**src/rtl/core/bra_pkg.sv**
```systemverilog
// ----------------------------------------------------------------------------
// bra_pkg
// Shared types and constants for the bitmap run allocator.
// ----------------------------------------------------------------------------
package bra_pkg;

  // Default geometry of the scratch space
  localparam int unsigned NUM_CELLS_DEF  = 4096;
  localparam int unsigned CELL_BYTES_DEF = 16;

  // Field widths
  localparam int unsigned OFS_W = 16;  // byte offset fields
  localparam int unsigned LEN_W = 12;  // byte length field and cell count
  localparam int unsigned EXT_W = 17;  // cell index plus run length headroom

  // Request codes carried on the input tuser
  localparam logic FUNC_ALLOC = 1'b0;
  localparam logic FUNC_FREE  = 1'b1;

  // Sequencer states
  typedef enum logic [2:0] {
    ST_INIT,     // clear the bitmap after reset
    ST_IDLE,     // wait for a request
    ST_DIV,      // round length to cells, offset to start cell
    ST_SETUP,    // decide what to scan or sweep
    ST_SCAN,     // first-fit search, one map word per cycle
    ST_ALLOC,    // derive the start cell of the found run
    ST_RANGE,    // load word range of the run
    ST_SWEEP     // read-modify-write the run, one map word per cycle
  } bra_state_e;

  // Done is folded into a separate flag so the enum stays tight
endpackage : bra_pkg

```
**src/rtl/core/bitmap_run_allocator.sv**
```systemverilog
// ----------------------------------------------------------------------------
// bitmap_run_allocator
// First-fit run allocator over an occupancy bitmap held in one memory.
// ----------------------------------------------------------------------------
// Requests arrive on the s_axis channel: tuser selects allocate or free,
// tdata carries the byte offset (free only) and the byte length. Each request
// produces exactly one transaction on the m_axis channel: tdata is the granted
// byte offset (0 on free, failure or zero length), tuser is the no-space flag.
// The bitmap lives in a MAP_WORDS x 8 memory with a registered read port.
// After reset the block sweeps zeros through all MAP_WORDS words with
// s_axis_tready low.
// One request is handled at a time. An allocate reads one map word per cycle
// until the first fitting run ends, then rewrites the words the run covers;
// a failed allocate reads every map word and rewrites none. A free only
// rewrites its words, and a zero length request touches no map word.
// The memory port, one word per cycle, sets the pace of both.
// The next request can be taken as soon as the previous result has entered
// the output register. If the receiver stalls, the next result waits at the
// end of its work until the output register has been taken.
// ----------------------------------------------------------------------------
module bitmap_run_allocator
  import bra_pkg::*;
#(
  parameter int unsigned NUM_CELLS  = NUM_CELLS_DEF,
  parameter int unsigned CELL_BYTES = CELL_BYTES_DEF
) (
  input  logic        clk_i,
  input  logic        rst_ni,
  // request channel
  input  logic        s_axis_tvalid_i,
  output logic        s_axis_tready_o,
  input  logic [31:0] s_axis_tdata_i,   // [15:0] offset_bytes, [27:16] length_bytes
  input  logic        s_axis_tuser_i,   // [0] func
  // result channel
  output logic        m_axis_tvalid_o,
  input  logic        m_axis_tready_i,
  output logic [15:0] m_axis_tdata_o,   // [15:0] granted_offset
  output logic        m_axis_tuser_o    // [0] no_space
);

  // Map geometry
  localparam int unsigned MAP_WORDS = (NUM_CELLS + 7) / 8;
  localparam int unsigned WW        = $clog2(MAP_WORDS);
  localparam int          TAIL_BITS = (NUM_CELLS % 8 == 0) ? 8 : int'(NUM_CELLS % 8);
  localparam logic [WW-1:0]    LAST_WORD = WW'(MAP_WORDS - 1);
  localparam logic [EXT_W-1:0] CELLS_EXT = EXT_W'(NUM_CELLS);
  localparam logic [EXT_W-1:0] LAST_CELL = EXT_W'(NUM_CELLS - 1);

  // Reciprocals for division by CELL_BYTES
  localparam int unsigned LEN_SHIFT = 21;
  localparam int unsigned OFS_SHIFT = 24;
  localparam logic [21:0] LEN_RECIP = 22'(((1 << LEN_SHIFT) + CELL_BYTES - 1) / CELL_BYTES);
  localparam logic [24:0] OFS_RECIP = 25'(((1 << OFS_SHIFT) + CELL_BYTES - 1) / CELL_BYTES);
  localparam logic [8:0]  CB_VAL    = 9'(CELL_BYTES);
  localparam logic [12:0] CB_ROUND  = 13'(CELL_BYTES - 1);

  // Control state
  bra_state_e    state_q, state_d;
  logic          done_q, done_d;
  logic          rd_v_q, rd_v_d;
  logic          issue_q, issue_d;
  logic          out_valid_q, out_valid_d;
  logic [WW-1:0] rp_q, rp_d;

  // Payload state
  logic             func_q, func_d;
  logic [OFS_W-1:0] ofs_q, ofs_d;
  logic [LEN_W-1:0] len_q, len_d;
  logic [LEN_W-1:0] cells_q, cells_d;
  logic [EXT_W-1:0] start_q, start_d;
  logic [EXT_W-1:0] hi_q, hi_d;
  logic [LEN_W-1:0] run_q, run_d;
  logic [WW-1:0]    first_w_q, first_w_d;
  logic [WW-1:0]    last_w_q, last_w_d;
  logic [WW-1:0]    rd_a_q, rd_a_d;
  logic [OFS_W-1:0] gr_q, gr_d;
  logic             fail_q, fail_d;
  logic [OFS_W-1:0] out_ofs_q, out_ofs_d;
  logic             out_ns_q, out_ns_d;

  // Memory port
  logic [7:0]    map_mem [MAP_WORDS];
  logic [7:0]    rd_data_q;
  logic          mem_we;
  logic [WW-1:0] mem_wa;
  logic [7:0]    mem_wd;

  // Arithmetic
  logic [12:0]      len_num;
  logic [34:0]      len_prod;
  logic [40:0]      ofs_prod;
  logic [EXT_W+8:0] gr_prod;
  logic [EXT_W-1:0] run_end;

  // Scan and sweep per-word results
  logic [LEN_W-1:0] scan_run;
  logic             scan_hit;
  logic [2:0]       scan_bit;
  logic [7:0]       sweep_mask;

  assign len_num  = 13'(len_q) + CB_ROUND;
  assign len_prod = len_num * LEN_RECIP;
  assign ofs_prod = ofs_q * OFS_RECIP;
  assign gr_prod  = start_q * CB_VAL;
  assign run_end  = start_q + EXT_W'(cells_q) - EXT_W'(1);

  // Map memory: one write, one registered read per cycle
  always_ff @(posedge clk_i) begin
    if (mem_we) begin
      map_mem[mem_wa] <= mem_wd;
    end
    rd_data_q <= map_mem[rp_q];
  end

  // Walk the eight cells of the returned word for the first-fit run
  always_comb begin
    scan_run = run_q;
    scan_hit = 1'b0;
    scan_bit = 3'd0;
    for (int b = 0; b < 8; b++) begin
      if (!scan_hit) begin
        if (rd_data_q[b] || ((rd_a_q == LAST_WORD) && (b >= TAIL_BITS))) begin
          scan_run = '0;
        end else begin
          scan_run = scan_run + LEN_W'(1);
          if (scan_run == cells_q) begin
            scan_hit = 1'b1;
            scan_bit = 3'(b);
          end
        end
      end
    end
  end

  // Mark the cells of the returned word that lie inside the run
  always_comb begin
    for (int b = 0; b < 8; b++) begin
      sweep_mask[b] = ((rd_a_q != first_w_q) || (3'(b) >= start_q[2:0])) &&
                      ((rd_a_q != last_w_q)  || (3'(b) <= hi_q[2:0]));
    end
  end

  // Sequencer: next state, memory access and result capture
  always_comb begin
    state_d     = state_q;
    done_d      = done_q;
    rd_v_d      = 1'b0;
    issue_d     = issue_q;
    out_valid_d = out_valid_q;
    rp_d        = rp_q;
    func_d      = func_q;
    ofs_d       = ofs_q;
    len_d       = len_q;
    cells_d     = cells_q;
    start_d     = start_q;
    hi_d        = hi_q;
    run_d       = run_q;
    first_w_d   = first_w_q;
    last_w_d    = last_w_q;
    rd_a_d      = rp_q;
    gr_d        = gr_q;
    fail_d      = fail_q;
    out_ofs_d   = out_ofs_q;
    out_ns_d    = out_ns_q;
    mem_we      = 1'b0;
    mem_wa      = rd_a_q;
    mem_wd      = rd_data_q;

    // drop the result once taken
    if (out_valid_q && m_axis_tready_i) begin
      out_valid_d = 1'b0;
    end

    case (state_q)
      ST_INIT: begin
        // zero one map word per cycle
        mem_we = 1'b1;
        mem_wa = rp_q;
        mem_wd = '0;
        if (rp_q == LAST_WORD) begin
          rp_d    = '0;
          state_d = ST_IDLE;
        end else begin
          rp_d = rp_q + WW'(1);
        end
      end

      ST_IDLE: begin
        if (done_q) begin
          // hand over the result when the output register is free
          if (!out_valid_q || m_axis_tready_i) begin
            out_valid_d = 1'b1;
            out_ofs_d   = gr_q;
            out_ns_d    = fail_q;
            done_d      = 1'b0;
          end
        end else if (s_axis_tvalid_i) begin
          func_d  = s_axis_tuser_i;
          ofs_d   = s_axis_tdata_i[15:0];
          len_d   = s_axis_tdata_i[27:16];
          gr_d    = '0;
          fail_d  = 1'b0;
          state_d = ST_DIV;
        end
      end

      ST_DIV: begin
        cells_d = len_prod[LEN_SHIFT+LEN_W-1:LEN_SHIFT];
        start_d = EXT_W'(ofs_prod[OFS_SHIFT+OFS_W-1:OFS_SHIFT]);
        state_d = ST_SETUP;
      end

      ST_SETUP: begin
        if (cells_q == '0) begin
          done_d  = 1'b1;
          state_d = ST_IDLE;
        end else if (func_q == FUNC_ALLOC) begin
          rp_d     = '0;
          last_w_d = LAST_WORD;
          run_d    = '0;
          issue_d  = 1'b1;
          state_d  = ST_SCAN;
        end else if (start_q >= CELLS_EXT) begin
          done_d  = 1'b1;
          state_d = ST_IDLE;
        end else begin
          // clip the run to the end of the space
          hi_d    = (run_end > LAST_CELL) ? LAST_CELL : run_end;
          state_d = ST_RANGE;
        end
      end

      ST_SCAN: begin
        // issue the next read ahead of the returned word
        if (issue_q) begin
          if (rp_q == last_w_q) begin
            issue_d = 1'b0;
          end else begin
            rp_d = rp_q + WW'(1);
          end
          rd_v_d = 1'b1;
        end
        if (rd_v_q) begin
          run_d = scan_run;
          if (scan_hit) begin
            hi_d    = EXT_W'({rd_a_q, scan_bit});
            issue_d = 1'b0;
            rd_v_d  = 1'b0;
            state_d = ST_ALLOC;
          end else if (rd_a_q == LAST_WORD) begin
            fail_d  = 1'b1;
            issue_d = 1'b0;
            rd_v_d  = 1'b0;
            done_d  = 1'b1;
            state_d = ST_IDLE;
          end
        end
      end

      ST_ALLOC: begin
        start_d = hi_q + EXT_W'(1) - EXT_W'(cells_q);
        state_d = ST_RANGE;
      end

      ST_RANGE: begin
        first_w_d = start_q[WW+2:3];
        last_w_d  = hi_q[WW+2:3];
        rp_d      = start_q[WW+2:3];
        issue_d   = 1'b1;
        state_d   = ST_SWEEP;
      end

      ST_SWEEP: begin
        if (func_q == FUNC_ALLOC) begin
          gr_d = gr_prod[OFS_W-1:0];
        end
        if (issue_q) begin
          if (rp_q == last_w_q) begin
            issue_d = 1'b0;
          end else begin
            rp_d = rp_q + WW'(1);
          end
          rd_v_d = 1'b1;
        end
        // write back the modified word
        if (rd_v_q) begin
          mem_we = 1'b1;
          mem_wa = rd_a_q;
          mem_wd = (func_q == FUNC_ALLOC) ? (rd_data_q | sweep_mask)
                                          : (rd_data_q & ~sweep_mask);
          if (rd_a_q == last_w_q) begin
            done_d  = 1'b1;
            state_d = ST_IDLE;
          end
        end
      end

      default: begin
        state_d = ST_IDLE;
      end
    endcase
  end

  // Control registers
  always_ff @(posedge clk_i or negedge rst_ni) begin
    if (!rst_ni) begin
      state_q     <= ST_INIT;
      done_q      <= 1'b0;
      rd_v_q      <= 1'b0;
      issue_q     <= 1'b0;
      out_valid_q <= 1'b0;
      rp_q        <= '0;
    end else begin
      state_q     <= state_d;
      done_q      <= done_d;
      rd_v_q      <= rd_v_d;
      issue_q     <= issue_d;
      out_valid_q <= out_valid_d;
      rp_q        <= rp_d;
    end
  end

  // Payload registers
  always_ff @(posedge clk_i) begin
    func_q    <= func_d;
    ofs_q     <= ofs_d;
    len_q     <= len_d;
    cells_q   <= cells_d;
    start_q   <= start_d;
    hi_q      <= hi_d;
    run_q     <= run_d;
    first_w_q <= first_w_d;
    last_w_q  <= last_w_d;
    rd_a_q    <= rd_a_d;
    gr_q      <= gr_d;
    fail_q    <= fail_d;
    out_ofs_q <= out_ofs_d;
    out_ns_q  <= out_ns_d;
  end

  assign s_axis_tready_o = (state_q == ST_IDLE) && !done_q;
  assign m_axis_tvalid_o = out_valid_q;
  assign m_axis_tdata_o  = out_ofs_q;
  assign m_axis_tuser_o  = out_ns_q;

endmodule : bitmap_run_allocator
```
**config.mk**
```make
export PLATFORM = sky130hd
export DESIGN_NAME = bitmap_run_allocator
export DESIGN_NICKNAME = d
export VERILOG_FILES = /design/src/rtl/core/bra_pkg.sv /design/src/rtl/core/bitmap_run_allocator.sv
export SDC_FILE = /design/constraint.sdc
export NUM_CORES = 2
export LEC_CHECK = 0
export ABC_AREA = 1
export BUFFER_PORTS_ARGS = -buffer_cell sky130_fd_sc_hd__buf_2
export CORE_MARGIN = 8
export CORE_UTILIZATION = 44
export CTS_CLUSTER_SIZE = 30
export DETAILED_ROUTE_END_ITERATION = 8
export SLEW_MARGIN = 20
export SYNTH_ARGS = -nofsm -noshare
export SYNTH_HDL_FRONTEND = slang
export SYNTH_SLANG_ARGS = --single-unit
```
**constraint.sdc**
```tcl
create_clock -name clk_i -period 34 [get_ports clk_i]
set_input_delay 8.5 -clock clk_i [delete_from_list [all_inputs] [get_ports clk_i]]
set_output_delay 8.5 -clock clk_i [all_outputs]
set_load 0.1 [all_outputs]
```
# Word level (Yosys, flattened, before mapping)
# Memories as Yosys holds them, arrays and structs flattened. A register that Yosys moved wholly into a read port is not among the register bits.
# Cells that the tools add are included.
[classes] eq_ne=40 add_sub_neg=14 bitwise_logic=4 mux=135 n_lt_le_gt_ge=18 n_reduce_logical=51
[ops] op="$mux 12" count=18
[ops] op="$mux 17" count=6
[ops] op="$add 12x1->12 const B" count=8
[ops] op="$eq 12x9->1" count=8
[ops] op="$mux 3" count=29
[ops] op="$mux 9" count=8
[ops] op="$pmux 17 s2" count=2
[ops] op="$mux 1" count=56
[ops] op="$mux 16" count=3
[ops] op="$pmux 9 s4" count=1
[ops] op="$pmux 16 s2" count=1
[ops] op="$ne 2x2->1 const B" count=15
[ops] op="$pmux 12 s2" count=1
[ops] op="$pmux 3 s8" count=1
[ops] op="$eq 9x9->1" count=2
[ops] op="$eq 9x9->1 const B" count=2
[ops] op="$ne 9x9->1" count=2
[ops] op="$pmux 9 s2" count=1
[ops] op="$add 17x1->17 const B" count=1
[ops] op="$add 17x9->17" count=1
[ops] op="$ge 17x13->1 const B" count=1
[ops] op="$gt 17x12->1 const B" count=1
[ops] op="$logic_or 1x1->1" count=17
[ops] op="$sub 17x1->17 const B" count=1
[ops] op="other kinds (35)" count=76
[totals] word_cells=283 ram_bits=4096 n_memories=1 input_bits=37 ff_bits=161 output_inout_bits=19
[mem_list] name="map_mem" depth=512 width=8 rd=1 rd_ports_with_merged_regs=1 write_ports=1 line_no="bitmap_run_allocator.sv:82" source="logic [7:0] map_mem [MAP_WORDS];"

# Longest topological paths before layout
[logic_depth] word_depth=28 mapped_depth=69 depth_no_buf=66

# Worst setup path after synthesis
# No wires, ideal clock.
[synth_timing] path_kind="register to register" start="register state_q[2]" end="memory map_mem[0][0] (data pin)" setup_ps=4173 path_stages_with_launch=8 period_less_slack_ps=25003 setup_slack_ps=8997 required_time_ps=29827 t_arrival_ps=20830 n_path_buf=1 cell_sequence="dfrtp_1 nor2_1 inv_1 nor2_1 inv_1 clkbuf_1 nand2_1 o21ai_0"
[synth_between] elab_chain_cells=2 word_cells_on_any_way=3 cone_classes="eq/ne (1); mux (1); reduce/logical (1)"
[synth_lines] element="start: declaration" line_no="bitmap_run_allocator.sv:58" source="bra_state_e state_q, state_d;"
[synth_lines] element="start signal: assignment" line_no="bitmap_run_allocator.sv:314" source="state_q <= state_d;"
[synth_lines] element="$eq 3x3->1 / $logic_not 3->1 (equally long branches)" line_no="bitmap_run_allocator.sv:174" source="case (state_q)"
[synth_lines] element="$pmux 8 s2 *" line_no="bitmap_run_allocator.sv:174"
[synth_lines] element="net mem_wd[0]" line_no="bitmap_run_allocator.sv:86" source="logic [7:0] mem_wd;"
[synth_lines] element="end: declaration" line_no="bitmap_run_allocator.sv:82"
# Mark *: on every way through the listed nets, which the timed path passes. The rest lies on a longest branch.

# Final worst setup path
[layout_timing] start="register state_q[0]" end="output s_axis_tready_o"
[layout_between] elab_chain_cells=2
[layout_lines] element="$eq 3x1->1" line_no="bitmap_run_allocator.sv:341" source="assign s_axis_tready_o = (state_q == ST_IDLE) && !done_q;"
[layout_lines] element="$logic_and 1x1->1" line_no="bitmap_run_allocator.sv:341"
[layout_lines] element="end: declaration" line_no="bitmap_run_allocator.sv:31" source="output logic s_axis_tready_o,"
# Every way passes these cells.

==> flow_metrics.tcl <==
set metrics [dict create \
    holdWs_ns 0.4116 \
    ys_seq_area_frac 0.7246 \
    tns_ns 0 \
    clockBufferDepth 4 \
    vias 115900 \
    die_h_um 648.3 \
    worstSetupPathType "reg2out" \
    htreeDepth 5 \
    ctsRootBufferMaster "clkbuf_16" \
    finalSetupViolCount 0 \
    io_pins 56 \
    clock_latency_ns 0.97 \
    max_stage_delay_ns 0.47 \
    rows 232 \
    grt_pass1_wl_mm 729.4 \
    hold_class "reg2reg" \
    hold_buffers 0 \
    track_usage 0.2294 \
    design.core.area_sq_um 398600 \
    finalHoldViolations 0 \
    routedWlPerCell_um 25.25 \
    cts_resized 0 \
    worstSetupEndpointType "output port" \
    fin_crit_ns 11.20 \
    globalplace.congestion 0.8717 \
    netlist_instances 14540 \
    clock_skew_ns 0.05800 \
    cp_max_fo 4 \
    worstMarginPinSlew_ns 1.410 \
    area_growth_pct 10.59 \
    die_x_um 648.3 \
    firstDrtPassIters 8 \
    post-route-util 0.4881 \
    dieArea_sq_um 420300 \
    cp_top_family "buffers and inverters" \
    vdd_drop_max_uv 45.20 \
    path_cells "inv_1 > nor2_1 > inv_1 > nor2_1 > inv_1 > nor2_1 > buf_2" \
    grt_pass1_vias 107200 \
    ant_nets 0 \
    gr-total-overflow 0 \
    cts.sinks 4253 \
    critPathRequiredTime_ns 25.50 \
    drive_gt1_frac 0.07865 \
    ys_seq_elements 4253 \
    synth_area_sq_um 175900 \
    cts_setup_buffers 0 \
    wl_mm 500.8 \
    cap_viol_max_count 0 \
    synthFlopType "edfxtp_1" \
    mostFrequentLayoutCell "edfxtp_1" \
    hpwlAfterDp_mm 279.2 \
    p_per_area_nw_per_um2 52.80 \
    grt_setup_unrepaired "false" \
    synth_edf_count 4220 \
    synth_cell_types 61 \
    cts.reportedPaths.clkPinSlew_ns 0.06 \
    io_buffers 43 \
    drv_slew 0 \
    antenna_found_initial 15 \
    finalCritPeriodShare 0.3294 \
    worst_ep_arrival_time_ns 2.70 \
    cp-start-kind "flop" \
    max_clock_freq_mhz 89.29 \
    synthArstFlopShare 0.003762 \
    layout_common_cells "edfxtp_1, nor2_1, o21ai_0" \
    drc 0 \
    cts_made_buffers 424 \
    leakage_nw 52.73 \
    slowest_stage "buf_2" \
    path_buf_inv 4 \
    ys_warn_count 0 \
    syn_avg_cell_area_sq_um 12.10 \
    cts_tree "yes" \
    vias_per_cell 5.844 \
    status "completed" \
    grt_max_degree 206 \
    slew_headroom 0.06031 \
    nNetsFinal 14300 \
    initial_core_util 0.4414 \
    drt_iter0_drc 13170 \
]
kinds of logic after synthesis:
logic type | Yosys count | synth area share
buffers and inverters | 1319 | 0.02900
xor gates and xnor gates | 56 | 0.002788
other | 1 | 0.00002132
and+or+nand+nor | 4614 | 0.1066
DFF | 4253 | 0.7246
adders and majority gates | 66 | 0.004780
AOI/OAI and AO/OA | 4230 | 0.1323
report_power, final:
group          internal, mW  total, mW  leakage [nW]          switching [mW]
Sequential             5.67       5.67          29.7  0.00000000000000000288
Clock                  2.59       4.59          6.59                    2.01
Combinational       0.00112    0.00421          16.4                 0.00308
Total                  8.26       10.3          52.7                    2.01
final cells by class:
type | instances | area [sq um]
Fill cell | 34730 | 204000
Sequential cell | 4253 | 127500
Multi-Input combinational cell | 8975 | 43710
Clock buffer | 512 | 11030
Tap cell | 5265 | 6588
Clock inverter | 278 | 2496
Timing Repair Buffer | 248 | 2078
Inverter | 293 | 1141
Antenna cell | 9 | 22.52
registers in the layout, indices dropped and copies added, names as in the netlist, 12 cells and up:
| register | count |
|---|---|
| gr_q | 12 |
| hi_q | 17 |
| len_q | 12 |
| m_axis_tdata_o | 12 |
| map_mem | 4096 |
| ofs_q | 12 |
| run_q | 12 |
| start_q | 17 |
synth_stat cells (all sizes together) (5+ instances only):
master | instances | area share
a21oi | 74 | 0.0022
a22oi | 13 | 0.00055
buf | 52 | 0.0019
clkbuf | 974 | 0.021
clkinv | 15 | 0.00032
dfrtp | 16 | 0.0023
dfxtp | 17 | 0.0019
edfxtp | 4220 | 0.72
ha | 64 | 0.0046
inv | 278 | 0.0060
nand2 | 724 | 0.018
nand3 | 249 | 0.0083
nand3b | 9 | 0.00038
nand4 | 37 | 0.0013
nor2 | 3547 | 0.077
nor3 | 25 | 0.00074
nor4 | 10 | 0.00036
o211ai | 5 | 0.00021
o21ai | 2745 | 0.078
o21bai | 9 | 0.00041
o22ai | 1295 | 0.046
o31ai | 5 | 0.00021
o32ai | 69 | 0.0034
or2 | 8 | 0.00028
xnor2 | 11 | 0.00055
xor2 | 45 | 0.0022
metrics by stage:
step | total power, mW | std cells | setup WS [ns] | area [sq um]
after global routing | 10.52 | 19830 | 22.66 | 194500
final | 10.27 | 19830 | 22.80 | 194500
after global placement | 5.789 | 19030 | 23.89 | 180900
after detailed placement | 5.789 | 19030 | 23.86 | 181000
after floorplan | 5.787 | 14550 | 8.997 | 175900
after CTS | 10.32 | 19820 | 22.79 | 194500
per-layer routing:
metal	global-route usage	wire [um]
met4	0.07774	18300
met5	0	104
met3	0.03911	43150
met2	0.3593	229400
met1	0.3260	209900
worst register-to-register path, delay by kind of cell (launching register included):
kind | cells | cell delay (ns)
adders and majority gates | 3 | 0.89
AOI/OAI and AO/OA | 2 | 1.14
and+or+nand+nor | 43 | 6.04
buffers and inverters | 3 | 0.86
DFF | 1 | 0.76
worst paths after layout:
check | slack (ns) | cells past startpoint | startpoint | endpoint
worst max-delay path | 22.80 | 7 | state_q[0]$_DFFE_PN0P_ | s_axis_tready_o
max in group asynchronous | 26.13 | 1 | rst_ni | rd_a_d[0]$_DFFE_PN0P_
min in group asynchronous | 7.48 | 1 | rst_ni | done_q$_DFFE_PN0P_
worst min-delay path | 0.41 | 0 | gr_q[8]$_SDFFCE_PN0P_ | m_axis_tdata_o[8]$_DFFE_PP_
worst max register to register | 23.91 | 51 | cells_q[2]$_DFFE_PP_ | hi_q[9]$_DFFE_PP_
worst min register to register | 0.41 | 0 | gr_q[8]$_SDFFCE_PN0P_ | m_axis_tdata_o[8]$_DFFE_PP_
No activity file was read; power rests on OpenSTA's default activity.
